## config.mk

```make
export PLATFORM = sky130hd
export DESIGN_NAME = char_to_prefix_code_translator_unit
export DESIGN_NICKNAME = d
export VERILOG_FILES = /design/src/rtl/cpct_pkg.sv /design/src/rtl/char_to_prefix_code_translator_unit.sv
export SDC_FILE = /design/constraint.sdc
export NUM_CORES = 1
export LEC_CHECK = 0
export BUFFER_PORTS_ARGS = -buffer_cell sky130_fd_sc_hd__buf_2
export CAP_MARGIN = 20
export CORE_MARGIN = 2
export CORE_UTILIZATION = 37
export DETAILED_ROUTE_END_ITERATION = 7
export SLEW_MARGIN = 20
export SYNTH_ARGS = -nofsm -noshare
export SYNTH_HDL_FRONTEND = slang
export SYNTH_SLANG_ARGS = --single-unit
```

## constraint.sdc

```tcl
create_clock -name clk -period 5.7 [get_ports clk]
set_clock_uncertainty 0.1 [all_clocks]
set_input_delay 0.57 -clock clk [delete_from_list [all_inputs] [get_ports clk]]
set_output_delay 0.57 -clock clk [all_outputs]
set_load 0.01 [all_outputs]
```

## src/rtl/cpct_pkg.sv

```systemverilog
`timescale 1ns / 1ps

package cpct_pkg;

  localparam int unsigned CODE_W     = 5;
  localparam int unsigned PEND_W     = 7;
  localparam int unsigned CNT_W      = 3;
  localparam int unsigned MAX_LEN    = 8;
  localparam int unsigned TABLE_SIZE = 32;
  localparam int unsigned RES_DEPTH  = 3;
  localparam int unsigned RES_IDX_W  = 2;

  localparam logic [6:0] NEWLINE_CHAR = 7'd10;

  typedef enum logic [1:0] {
    ST_IDLE,
    ST_SHIFT,
    ST_EMIT
  } state_t;

  typedef struct packed {
    logic       mode;
    logic [7:0] char_byte;
  } item_t;

  typedef struct packed {
    logic [6:0] out_char;
    logic       line_done;
    logic       last;
  } result_t;

  typedef struct packed {
    logic              hit;
    logic [CODE_W-1:0] code;
  } char_code_t;

  typedef struct packed {
    logic       hit;
    logic [6:0] ch;
  } match_t;

  localparam logic [3:0] CODE_LEN [TABLE_SIZE] = '{
    4'd3, 4'd6, 4'd6, 4'd8, 4'd6, 4'd6, 4'd6, 4'd8,
    4'd4, 4'd4, 4'd3, 4'd5, 4'd8, 4'd6, 4'd4, 4'd8,
    4'd4, 4'd5, 4'd8, 4'd8, 4'd5, 4'd3, 4'd8, 4'd4,
    4'd5, 4'd5, 4'd8, 4'd8, 4'd6, 4'd8, 4'd8, 4'd8
  };

  localparam logic [7:0] CODE_BITS [TABLE_SIZE] = '{
    8'h05, 8'h00, 8'h03, 8'h91, 8'h11, 8'h01, 8'h25, 8'h9A,
    8'h05, 8'h01, 8'h06, 8'h09, 8'h9B, 8'h10, 8'h07, 8'h98,
    8'h06, 8'h04, 8'h99, 8'h9E, 8'h05, 8'h07, 8'h9F, 8'h08,
    8'h06, 8'h07, 8'h9C, 8'h9D, 8'h02, 8'h92, 8'h93, 8'h90
  };

  localparam logic [6:0] CODE_CHAR [TABLE_SIZE] = '{
    7'h20, 7'h27, 7'h2C, 7'h2D, 7'h2E, 7'h3F, 7'h41, 7'h42,
    7'h43, 7'h44, 7'h45, 7'h46, 7'h47, 7'h48, 7'h49, 7'h4A,
    7'h4B, 7'h4C, 7'h4D, 7'h4E, 7'h4F, 7'h50, 7'h51, 7'h52,
    7'h53, 7'h54, 7'h55, 7'h56, 7'h57, 7'h58, 7'h59, 7'h5A
  };

  function automatic char_code_t char_code(input logic [7:0] b);
    char_code_t r;
    r.hit  = 1'b1;
    r.code = '0;
    if (b >= 8'h41 && b <= 8'h5A) begin
      r.code = CODE_W'(b - 8'h41);
    end else begin
      case (b)
        8'h20:   r.code = 5'd26;
        8'h2E:   r.code = 5'd27;
        8'h2C:   r.code = 5'd28;
        8'h2D:   r.code = 5'd29;
        8'h27:   r.code = 5'd30;
        8'h3F:   r.code = 5'd31;
        default: r.hit  = 1'b0;
      endcase
    end
    return r;
  endfunction

  function automatic match_t lookup(input logic [7:0] bits, input logic [3:0] len);
    match_t r;
    r.hit = 1'b0;
    r.ch  = '0;
    for (int i = 0; i < TABLE_SIZE; i++) begin
      if (CODE_LEN[i] == len && CODE_BITS[i] == bits) begin
        r.hit = 1'b1;
        r.ch  = CODE_CHAR[i];
      end
    end
    return r;
  endfunction

endpackage

```

## src/rtl/char_to_prefix_code_translator_unit.sv

```systemverilog
`timescale 1ns / 1ps

// Character to prefix code translator.
// Input channel (item_valid / item_stall / item): one transfer per character
// byte (mode 0) or end-of-line marker (mode 1). Output channel (result_valid /
// result_stall / result): decoded ASCII characters, last set on the final
// result of each input, and a single newline result with line_done on mode 1.
// Items are handled one at a time; item_stall is high while one is in work.
// A mapped byte is accepted, its five code bits then pass the bit-serial
// matcher one per cycle, and its 0 to 2 results follow, one per cycle while
// the receiver does not stall. An unmapped byte is accepted and yields
// nothing; an end-of-line item goes straight to its single result.
// The shift phase runs the single-bit prefix match loop once per code bit.
// While result_stall is high the current result holds and nothing advances.
// Reset empties the pending bit prefix and returns the block to idle.
module char_to_prefix_code_translator_unit (
  input  logic                 clk,
  input  logic                 rst,
  input  logic                 item_valid,
  output logic                 item_stall,
  input  cpct_pkg::item_t      item,
  output logic                 result_valid,
  input  logic                 result_stall,
  output cpct_pkg::result_t    result
);

  cpct_pkg::state_t state, state_next;

  logic [cpct_pkg::CODE_W-1:0]    code_sr, code_sr_next;
  logic [2:0]                     bit_cnt, bit_cnt_next;
  logic [cpct_pkg::PEND_W-1:0]    pending_bits, pending_bits_next;
  logic [cpct_pkg::CNT_W-1:0]     pending_count, pending_count_next;
  logic [6:0]                     res_char [cpct_pkg::RES_DEPTH];
  logic [6:0]                     res_char_next [cpct_pkg::RES_DEPTH];
  logic [cpct_pkg::RES_IDX_W-1:0] res_count, res_count_next;
  logic [cpct_pkg::RES_IDX_W-1:0] res_idx, res_idx_next;
  logic                           line_flag, line_flag_next;

  logic [7:0]           probe_bits;
  logic [3:0]           probe_len;
  cpct_pkg::match_t    match;
  cpct_pkg::char_code_t cc;

  assign probe_bits = {pending_bits, code_sr[cpct_pkg::CODE_W-1]};
  assign probe_len  = {1'b0, pending_count} + 4'd1;
  assign match      = cpct_pkg::lookup(probe_bits, probe_len);
  assign cc         = cpct_pkg::char_code(item.char_byte);

  assign item_stall       = (state != cpct_pkg::ST_IDLE);
  assign result_valid     = (state == cpct_pkg::ST_EMIT);
  assign result.out_char  = res_char[res_idx];
  assign result.line_done = line_flag;
  assign result.last      = (res_idx == res_count - 2'd1);

  always_ff @(posedge clk) begin
    if (rst) begin
      state         <= cpct_pkg::ST_IDLE;
      pending_bits  <= '0;
      pending_count <= '0;
      bit_cnt       <= '0;
      res_count     <= '0;
      res_idx       <= '0;
      line_flag     <= 1'b0;
    end else begin
      state         <= state_next;
      pending_bits  <= pending_bits_next;
      pending_count <= pending_count_next;
      bit_cnt       <= bit_cnt_next;
      res_count     <= res_count_next;
      res_idx       <= res_idx_next;
      line_flag     <= line_flag_next;
    end
  end

  always_ff @(posedge clk) begin
    code_sr  <= code_sr_next;
    res_char <= res_char_next;
  end

  always_comb begin
    state_next         = state;
    code_sr_next       = code_sr;
    bit_cnt_next       = bit_cnt;
    pending_bits_next  = pending_bits;
    pending_count_next = pending_count;
    res_char_next      = res_char;
    res_count_next     = res_count;
    res_idx_next       = res_idx;
    line_flag_next     = line_flag;
    case (state)
      cpct_pkg::ST_IDLE: begin
        res_idx_next = '0;
        if (item_valid) begin
          if (item.mode) begin
            pending_bits_next  = '0;
            pending_count_next = '0;
            res_char_next[0]   = cpct_pkg::NEWLINE_CHAR;
            res_count_next     = 2'd1;
            line_flag_next     = 1'b1;
            state_next         = cpct_pkg::ST_EMIT;
          end else if (cc.hit) begin
            code_sr_next   = cc.code;
            bit_cnt_next   = '0;
            res_count_next = '0;
            line_flag_next = 1'b0;
            state_next     = cpct_pkg::ST_SHIFT;
          end
        end
      end
      cpct_pkg::ST_SHIFT: begin
        code_sr_next = {code_sr[cpct_pkg::CODE_W-2:0], 1'b0};
        bit_cnt_next = bit_cnt + 3'd1;
        if (match.hit) begin
          pending_bits_next  = '0;
          pending_count_next = '0;
          if (res_count < 2'(cpct_pkg::RES_DEPTH)) begin
            res_char_next[res_count] = match.ch;
            res_count_next           = res_count + 2'd1;
          end
        end else if (probe_len >= 4'(cpct_pkg::MAX_LEN)) begin
          pending_bits_next  = '0;
          pending_count_next = '0;
        end else begin
          pending_bits_next  = probe_bits[cpct_pkg::PEND_W-1:0];
          pending_count_next = probe_len[cpct_pkg::CNT_W-1:0];
        end
        if (bit_cnt == 3'(cpct_pkg::CODE_W - 1)) begin
          state_next = (res_count_next != '0) ? cpct_pkg::ST_EMIT : cpct_pkg::ST_IDLE;
        end
      end
      cpct_pkg::ST_EMIT: begin
        if (!result_stall) begin
          if (result.last) begin
            state_next = cpct_pkg::ST_IDLE;
          end else begin
            res_idx_next = res_idx + 2'd1;
          end
        end
      end
      default: state_next = cpct_pkg::ST_IDLE;
    endcase
  end

  // one item in work at a time
  a_no_accept_while_emitting: assert property (@(posedge clk) disable iff (rst)
    result_valid |-> item_stall)
    else $error("input accepted while results pending");

  a_emit_has_results: assert property (@(posedge clk) disable iff (rst)
    result_valid |-> (res_count != '0) && (res_idx < res_count))
    else $error("result index out of range");

  a_eol_clears_prefix: assert property (@(posedge clk) disable iff (rst)
    (result_valid && result.line_done) |-> (pending_bits == '0) && (pending_count == '0))
    else $error("pending prefix kept over end of line");

  a_eol_single: assert property (@(posedge clk) disable iff (rst)
    (result_valid && result.line_done) |-> result.last && (res_count == 2'd1))
    else $error("end of line must be a single result");

endmodule
```

==> results of run 1 <==
-- final cells by class --
| cell class | instances | area share |
|---|---|---|
| Clock buffer | 5 | 0.0183 |
| Sequential cell | 46 | 0.315 |
| Tap cell | 129 | 0.0430 |
| Timing Repair Buffer | 24 | 0.0327 |
| Clock inverter | 3 | 0.00567 |
| Multi-Input combinational cell | 310 | 0.565 |
| Inverter | 20 | 0.0200 |
-- placed cells by master, fill, tap and decap left out, types with 2 or more instances in the layout --
master | Yosys | final
nor2_1 | 48 | 48
nand2_1 | 36 | 36
edfxtp_1 | 26 | 26
o21ai_0 | 23 | 23
buf_2 | 1 | 23
inv_1 | 20 | 20
dfxtp_1 | 20 | 20
a21oi_1 | 18 | 18
ha_1 | 17 | 17
nand3_1 | 14 | 14
nor3_1 | 12 | 12
a22oi_1 | 11 | 11
mux2i_1 | 11 | 11
nand2b_1 | 10 | 10
nor2b_1 | 7 | 7
nand4_1 | 7 | 7
or4_1 | 5 | 5
and2_1 | 5 | 5
o21a_1 | 5 | 5
clkbuf_8 | 0 | 5
o211ai_1 | 4 | 4
a31oi_1 | 4 | 4
or2_2 | 3 | 3
and3_1 | 3 | 3
a21o_1 | 3 | 3
nor4b_1 | 2 | 2
and4_1 | 2 | 2
nor4_4 | 2 | 2
a211oi_2 | 2 | 2
nor4_1 | 2 | 2
a311oi_1 | 2 | 2
a32oi_1 | 2 | 2
xnor2_1 | 2 | 2
xor2_1 | 2 | 2
a211oi_1 | 2 | 2
-- stage by stage --
step	utilization	hold slack, ns	worst slack [ns]
CTS	0.404	0.401	1.79
finish	0.404	0.396	1.73
floorplan	-	0.355	2.60
global route	0.404	0.437	1.59
global placement	0.394	0.371	1.94
detailed placement	0.394	0.376	1.83
-- path summary, 6_finish.rpt --
path / end / slack, ns / cells past startpoint
setup / recovery: res_char[16]$_SDFFCE_PN0P_ / 1.73 / 9
hold reg to reg: line_flag$_SDFFE_PP0P_ / 0.40 / 2
setup reg to reg: res_char[16]$_SDFFCE_PN0P_ / 1.73 / 9
hold / removal: line_flag$_SDFFE_PP0P_ / 0.40 / 2
-- worst reg2reg max path: cells and delay by family, from the launching register on --
kind	cells	cell delay (ns)
AND/OR/NAND/NOR	6	1.82
AO/OA/AOI/OAI	2	0.74
adder cells (fa/ha/maj)	1	0.50
flip-flops	1	0.47
-- kinds of logic (layout without fill, tap and decap cells) --
| kind of cell | count (synthesis) | count (layout) | synth area share |
|---|---|---|---|
| AND/OR/NAND/NOR | 171 | 171 | 0.259 |
| AO/OA/AOI/OAI | 105 | 105 | 0.230 |
| flip-flops | 46 | 46 | 0.332 |
| buffers and inverters | 46 | 52 | 0.0721 |
| adder cells (fa/ha/maj) | 17 | 17 | 0.0598 |
| multiplexers | 13 | 13 | 0.0373 |
| XOR/XNOR | 4 | 4 | 0.00985 |
-- report_power, final --
part / switching (mW) / internal, mW
Combinational: 0.0408 / 0.0271
Sequential: 0.00695 / 0.353
Clock: 0.113 / 0.0862
Total: 0.161 / 0.467
-- routing by layer --
layer  share of wire  wire [um]
met1            0.47       3850
met2            0.47       3840
met3           0.045        371
met4           0.017        140
met5               0          0
==> impl_metrics.json, run 1 <==
{
  "r2r_start": "pending_count[1]$_SDFFE_PP0P_",
  "drc": 0,
  "status": "complete, no violations",
  "setup_viol": 0,
  "portBuffers": 23,
  "clk_pin_slew_worst_paths_ns": 0.09,
  "synthTopCellsByCount": "nor2_1, nand2_1, edfxtp_1, o21ai_0",
  "grt_max_degree": 22,
  "cts_tree": "built",
  "antenna_found_initial": 0,
  "p_per_area_nw_per_um2": 167,
  "setup.worst_path.end_class": "flop",
  "wire_per_inst_um": 15.3,
  "critical_path_class": "reg2reg",
  "die_w_um": 102,
  "worstHoldPathType": "reg2reg",
  "pin_count": 24,
  "synth-main-ff-cell": "edfxtp_1",
  "nets": 437,
  "yosysWarnings": 0,
  "synth.distinct_cells": 85,
  "routed_wl_um": 8200,
  "grt_usage": 0.164,
  "via_per_inst": 5.57,
  "gp_congestion": 0.897,
  "worstMarginPinSlew_ns": 0.875,
  "ys_seq_elements": 46,
  "fin_crit_sh": 0.697,
  "clock_latency_ns": 0.30,
  "place_area_sq_um": 3660,
  "yosysSeqAreaShare": 0.332,
  "min_period_ns": 3.97,
  "yosysTopAreaCellShare": 0.219,
  "cts_sinks": 46,
  "cts_resized": 0,
  "grt_busiest_layer": "met2",
  "coreArea_sq_um": 9280,
  "diodes": 0,
  "seqCellArea_sq_um": 1180,
  "cp_max_fo": 13,
  "startpoint": "pending_count[1]$_SDFFE_PP0P_",
  "p_leak_nw": 1.37,
  "cp_top_family": "simple AND/OR/NAND/NOR gates",
  "synth_area_sq_um": 3560,
  "critPathRequiredTime_ns": 5.54,
  "cts_setup_buffers": 0,
  "synth.avg_cell_area_sq_um": 8.85,
  "synth_area_leader_cell": "edfxtp_1",
  "vias": 2989,
  "synth_cells": 402,
  "root_buffer": "clkbuf_8",
  "cts_hold_buffers": 0,
  "stdcell_area_sq_um": 3750,
  "gr-total-overflow": 0,
  "syn_to_final_growth_pct": 5.41,
  "grt_pass1_wl_um": 13600,
  "async_flop_share": 0,
  "cts_buffers": 5,
  "start_util": 0.383,
  "multi_input_area_sq_um": 2120,
  "gr-usage-met1": 0.220,
  "layout-drive-gt1-share": 0.152,
  "die_area_sq_um": 10400,
  "slew_headroom": 0.412,
  "path_cells": "ha_1 -> nand2_1 -> nor4_4 -> and3b_4 -> a22oi_2 -> nand3_2 -> nor3_2 -> or3_1 -> a2bb2oi_1",
  "die_h_um": 102,
  "setup_tns_ns": 0,
  "gr-usage-met3": 0.0308,
  "dr.pass1.iters": 5,
  "startpoint_type": "flop",
  "syn_nets": 432,
  "rows": 35,
  "ant_nets": 0,
  "slowest_stage": "a2bb2oi_1",
  "total_power_mw": 0.628,
  "yosys-top-cells-area": "edfxtp_1, dfxtp_1, ha_1, nor2_1, nand2_1",
  "fmax_mhz": 252,
  "hold_start": "line_flag$_SDFFE_PP0P_",
  "use_met2": 0.272,
  "fin_cells": 537,
  "maxSlewViolCount": 0,
  "path_buf_inv": 0,
  "hpwl_um": 6260,
  "drtIter0Drc": 213,
  "synth_edf_count": 26,
  "irDropWorstVdd_v": 0.000107,
  "first_global_vias": 2783,
  "fillerInstances": 964,
  "clk_path_buf_depth": 2,
  "htreeDepth": 2,
  "synth.most_common_cell": "nor2_1",
  "hold_viol_final": 0,
  "cp.arrival_ns": 3.81,
  "dp_cells": 529,
  "cpPeakStageDelay_ns": 0.64,
  "drv_cap": 0,
  "grt_setup_unrepaired": "false"
}
Power figures use the tool's default switching activity.
==> inputs of run 2 (changes only) <==
clock period = 4.03 ns   (was 5.7 ns; I/O delays follow)
==> impl_metrics.json, run 2 (synthesis gave the netlist of run 1 again) <==
{
  "status": "complete, no violations",
  "syn_to_final_growth_pct": 6.50,
  "place_area_sq_um": 3700,
  "cts_hold_buffers": 0,
  "portBuffers": 23,
  "irDropWorstVdd_v": 0.000139,
  "worstHoldPathType": "in2reg",
  "vias": 3025,
  "drv_cap": 0,
  "nets": 442,
  "wire_per_inst_um": 15.3,
  "gp_congestion": 1.02,
  "fin_crit_sh": 0.919,
  "via_per_inst": 5.58,
  "seqCellArea_sq_um": 1180,
  "htreeDepth": 2,
  "drc": 0,
  "critical_path_class": "reg2reg",
  "final_cell_mix": "nor2_1, nand2_1, edfxtp_1, o21ai_0, buf_2",
  "fmax_mhz": 270,
  "clk_path_buf_depth": 2,
  "min_period_ns": 3.70,
  "fillerInstances": 958,
  "worstMarginPinSlew_ns": 0.695,
  "root_buffer": "clkbuf_8",
  "gr-total-overflow": 0,
  "cts_resized": 0,
  "routed_wl_um": 8320,
  "coreArea_sq_um": 9280,
  "cts_sinks": 46,
  "p_leak_nw": 1.39,
  "path_cells": "ha_1 -> nand2_1 -> nor4_4 -> and3b_4 -> a22oi_2 -> nand3_2 -> nor3_2 -> or3_1 -> a2bb2oi_1",
  "hpwl_um": 6270,
  "die_w_um": 102,
  "clock_latency_ns": 0.31,
  "slowest_stage": "a2bb2oi_1",
  "antenna_found_initial": 0,
  "die_area_sq_um": 10400,
  "setup.worst_path.end_class": "flop",
  "p_per_area_nw_per_um2": 238,
  "cp.arrival_ns": 3.55,
  "multi_input_area_sq_um": 2120,
  "startpoint_type": "flop",
  "pin_count": 24,
  "endpoint": "res_char[14]$_SDFFCE_PN0P_",
  "grt_pass1_wl_um": 13800,
  "rows": 35,
  "layout_commonest_cell": "nor2_1",
  "ant_nets": 0,
  "setup_tns_ns": 0,
  "critPathRequiredTime_ns": 3.88,
  "clk_pin_slew_worst_paths_ns": 0.10,
  "first_global_vias": 2842,
  "diodes": 0,
  "maxSlewViolCount": 0,
  "reg2reg_slack_ns": 0.33,
  "reg2reg_to": "res_char[14]$_SDFFCE_PN0P_",
  "startpoint": "pending_count[1]$_SDFFE_PP0P_",
  "drtIter0Drc": 244,
  "slew_headroom": 0.535,
  "dr.pass1.iters": 5,
  "cpPeakStageDelay_ns": 0.60,
  "cts_buffers": 5,
  "rr_worst_depth": 9,
  "die_h_um": 102,
  "grt_setup_unrepaired": "false",
  "stdcell_area_sq_um": 3790,
  "cts_tree": "built",
  "setup_viol": 0,
  "r2r_start": "pending_count[1]$_SDFFE_PP0P_",
  "layout-drive-gt1-share": 0.162,
  "cts_setup_buffers": 0,
  "start_util": 0.383,
  "grt_max_degree": 22,
  "cp_max_fo": 10,
  "grt_usage": 0.164,
  "hold_viol_final": 0
}
[run 2: cell count changes in the layout (fill, tap and decap cells not counted)]
cell | before | now
clkinv_2 | 1 | 0
buf_4 | 1 | 6
inv_4 | 0 | 1
inv_6 | 0 | 1
clkinv_4 | 1 | 0
[run 2: cell type report]
cell class / instances / share of cell area
repair buffers: 29 / 0.0423
flip-flops and latches: 46 / 0.312
inverters: 20 / 0.0198
multi-input cells: 310 / 0.560
clock inverters: 3 / 0.00594
well taps: 129 / 0.0426
clock buffers: 5 / 0.0182
[run 2: worst min-delay path by stage]
stage | cells past startpoint | slack, ns | endpoint | start
after global placement | 2 | 0.37 | line_flag$_SDFFE_PP0P_ | line_flag$_SDFFE_PP0P_
after CTS | 3 | 0.31 | line_flag$_SDFFE_PP0P_ | item[8]
final | 3 | 0.32 | line_flag$_SDFFE_PP0P_ | item[8]
after global routing | 3 | 0.38 | line_flag$_SDFFE_PP0P_ | item[8]
after floorplan | 2 | 0.35 | line_flag$_SDFFE_PP0P_ | line_flag$_SDFFE_PP0P_
after detailed placement | 2 | 0.38 | line_flag$_SDFFE_PP0P_ | line_flag$_SDFFE_PP0P_
[run 2: per-stage QoR]
| step | hold slack (ns) | total power [mW] | util | setup WS [ns] | cells |
|---|---|---|---|---|---|
| 2_1_floorplan | 0.355 | 0.588 | - | 0.930 | 402 |
| 3_3_place_gp | 0.367 | 0.616 | 0.398 | 0.495 | 534 |
| 3_5_place_dp | 0.375 | 0.617 | 0.398 | 0.355 | 534 |
| 4_1_cts | 0.313 | 0.905 | 0.408 | 0.359 | 542 |
| 5_1_grt | 0.381 | 0.933 | 0.408 | 0.139 | 542 |
| 6_report | 0.321 | 0.901 | 0.408 | 0.326 | 542 |
[run 2: critical path: cells and delay by family (launching register included)]
kind / cells / cell delay, ns
flip-flops: 1 / 0.46
adder cells (fa/ha/maj): 1 / 0.35
AO/OA/AOI/OAI: 2 / 0.70
AND/OR/NAND/NOR: 6 / 1.75
[run 2: layer usage]
metal	global-route usage	part of all wire	wire, um
met2	0.275	0.46	3850
met4	0.0421	0.011	88
met5	0	0	0
met3	0.0287	0.044	362
met1	0.220	0.48	4010
[run 2: power breakdown]
part | switching (mW) | internal, mW
clock network | 0.170 | 0.125
logic | 0.0589 | 0.0389
registers | 0.00900 | 0.500
==> inputs of run 3 (changes only) <==
CELL_PAD_IN_SITES_DETAIL_PLACEMENT = 0   (was unset)
CELL_PAD_IN_SITES_GLOBAL_PLACEMENT = 1   (was unset)
PLACE_DENSITY_LB_ADDON = 0.1   (was unset)
REMOVE_ABC_BUFFERS = 1   (was unset)
SKIP_LAST_GASP = 1   (was unset)
==> impl_metrics.json, run 3 (synthesis gave the netlist of run 1 again) <==
{
  "gr-total-overflow": 0,
  "final_cell_mix": "nor2_1, nand2_1, edfxtp_1, o21ai_0, buf_2",
  "min_period_ns": 3.56,
  "gp_congestion": 0.933,
  "place_area_sq_um": 3710,
  "critPathRequiredTime_ns": 3.86,
  "critical_path_class": "reg2reg",
  "seq_power_share": 0.532,
  "dr.pass1.iters": 5,
  "coreArea_sq_um": 9280,
  "grt_max_degree": 22,
  "diodes": 0,
  "status": "complete, no violations",
  "grt_setup_unrepaired": "false",
  "setup.worst_path.end_class": "flop",
  "p_leak_nw": 1.41,
  "total_power_mw": 0.956,
  "gr-usage-met3": 0.0253,
  "p_per_area_nw_per_um2": 250,
  "clk_path_buf_depth": 2,
  "fmax_mhz": 281,
  "vias": 2959,
  "via_per_inst": 5.44,
  "die_area_sq_um": 10400,
  "cp.arrival_ns": 3.40,
  "stdcell_area_sq_um": 3820,
  "p_sw_frac": 0.242,
  "htreeDepth": 2,
  "die_h_um": 102,
  "fin_crit_sh": 0.884,
  "combPwrFrac": 0.102,
  "setup_tns_ns": 0,
  "cts_tree": "built",
  "first_global_vias": 2869,
  "wire_per_inst_um": 16.1,
  "irDropWorstVdd_v": 0.000133,
  "p_switching_mw": 0.231,
  "startpoint_type": "flop",
  "rows": 35,
  "drc": 0,
  "cts_resized": 0,
  "syn_to_final_growth_pct": 7.35,
  "worstMarginPinSlew_ns": 0.735,
  "cts_hold_buffers": 0,
  "grt_usage": 0.176,
  "worstHoldPathType": "in2reg",
  "cts_sinks": 46,
  "ant_nets": 0,
  "p_int_mw": 0.724,
  "maxSlewViolCount": 0,
  "use_met2": 0.299,
  "layout-drive-gt1-share": 0.161,
  "start_util": 0.383,
  "clkPwrFrac": 0.366,
  "slew_headroom": 0.508,
  "gr-usage-met1": 0.237,
  "setup_viol": 0,
  "clk_pin_slew_worst_paths_ns": 0.09,
  "hold_viol_final": 0,
  "drtIter0Drc": 184,
  "cts_buffers": 5,
  "cts_setup_buffers": 0,
  "hpwl_um": 6790,
  "drv_cap": 0,
  "root_buffer": "clkbuf_8",
  "grt_pass1_wl_um": 14600,
  "layout_commonest_cell": "nor2_1",
  "clock_latency_ns": 0.30,
  "routed_wl_um": 8730,
  "pin_count": 24,
  "cp_max_fo": 13,
  "antenna_found_initial": 0,
  "grt_busiest_layer": "met2",
  "nets": 444,
  "portBuffers": 23,
  "die_w_um": 102
}
-- run 3: cell count changes in the layout (fill, tap and decap cells not counted), sizes merged --
cell / before / now
inv: 22 / 20
buf: 29 / 31
clkbuf: 5 / 7
clkinvlp: 1 / 0
bufinv: 0 / 1
-- run 3: critical path: stages (launching register included) --
cell	delay, ns
dfxtp_1	0.46
ha_1	0.49
nand2b_1	0.15
o21ai_2	0.21
nand3_1	0.22
o221ai_2	0.42
nor3_2	0.16
or3_1	0.40
nor2_1	0.59
-- run 3: final cells by class --
| cell class | instances | area [sq um] |
|---|---|---|
| clock buffer | 7 | 76.3 |
| clock inverter | 1 | 30.0 |
| fill | 980 | 5460 |
| inverter | 20 | 75.1 |
| multi-input combinational | 310 | 2120 |
| sequential | 46 | 1180 |
| tap | 129 | 161 |
| timing repair buffer | 31 | 175 |
-- run 3: per-layer routing --
metal / vias up / wire length, um
met5: - / 0
met4: 0 / 174
met3: 16 / 312
met2: 68 / 4090
met1: 1381 / 4160
li1: 1494 / -
-- run 3: power groups by stage --
stage                     logic, mW  clock network [mW]  registers (mW)
after floorplan              0.0620                   0           0.517
after global placement       0.0997                   0           0.520
after detailed placement     0.0987                   0           0.520
after CTS                    0.0992               0.360           0.509
after global routing          0.110               0.374           0.510
final                        0.0976               0.349           0.509
-- run 3: worst paths after layout --
kind | slack (ns) | from | cells past startpoint | endpoint
setup / recovery | 0.47 | pending_count[1]$_SDFFE_PP0P_ | 8 | flop
hold / removal | 0.32 | item[8] | 3 | line_flag$_SDFFE_PP0P_
setup reg to reg | 0.47 | pending_count[1]$_SDFFE_PP0P_ | 8 | flop
hold reg to reg | 0.40 | line_flag$_SDFFE_PP0P_ | 2 | line_flag$_SDFFE_PP0P_
-- run 3: stage by stage --
stage | util | hold WS (ns) | worst slack (ns) | instances
finish | 0.411 | 0.324 | 0.468 | 544
global route | 0.411 | 0.363 | 0.169 | 544
CTS | 0.411 | 0.326 | 0.433 | 544
detailed placement | 0.400 | 0.390 | 0.458 | 536
global placement | 0.400 | 0.377 | 0.581 | 536
floorplan | - | 0.365 | 0.699 | 376
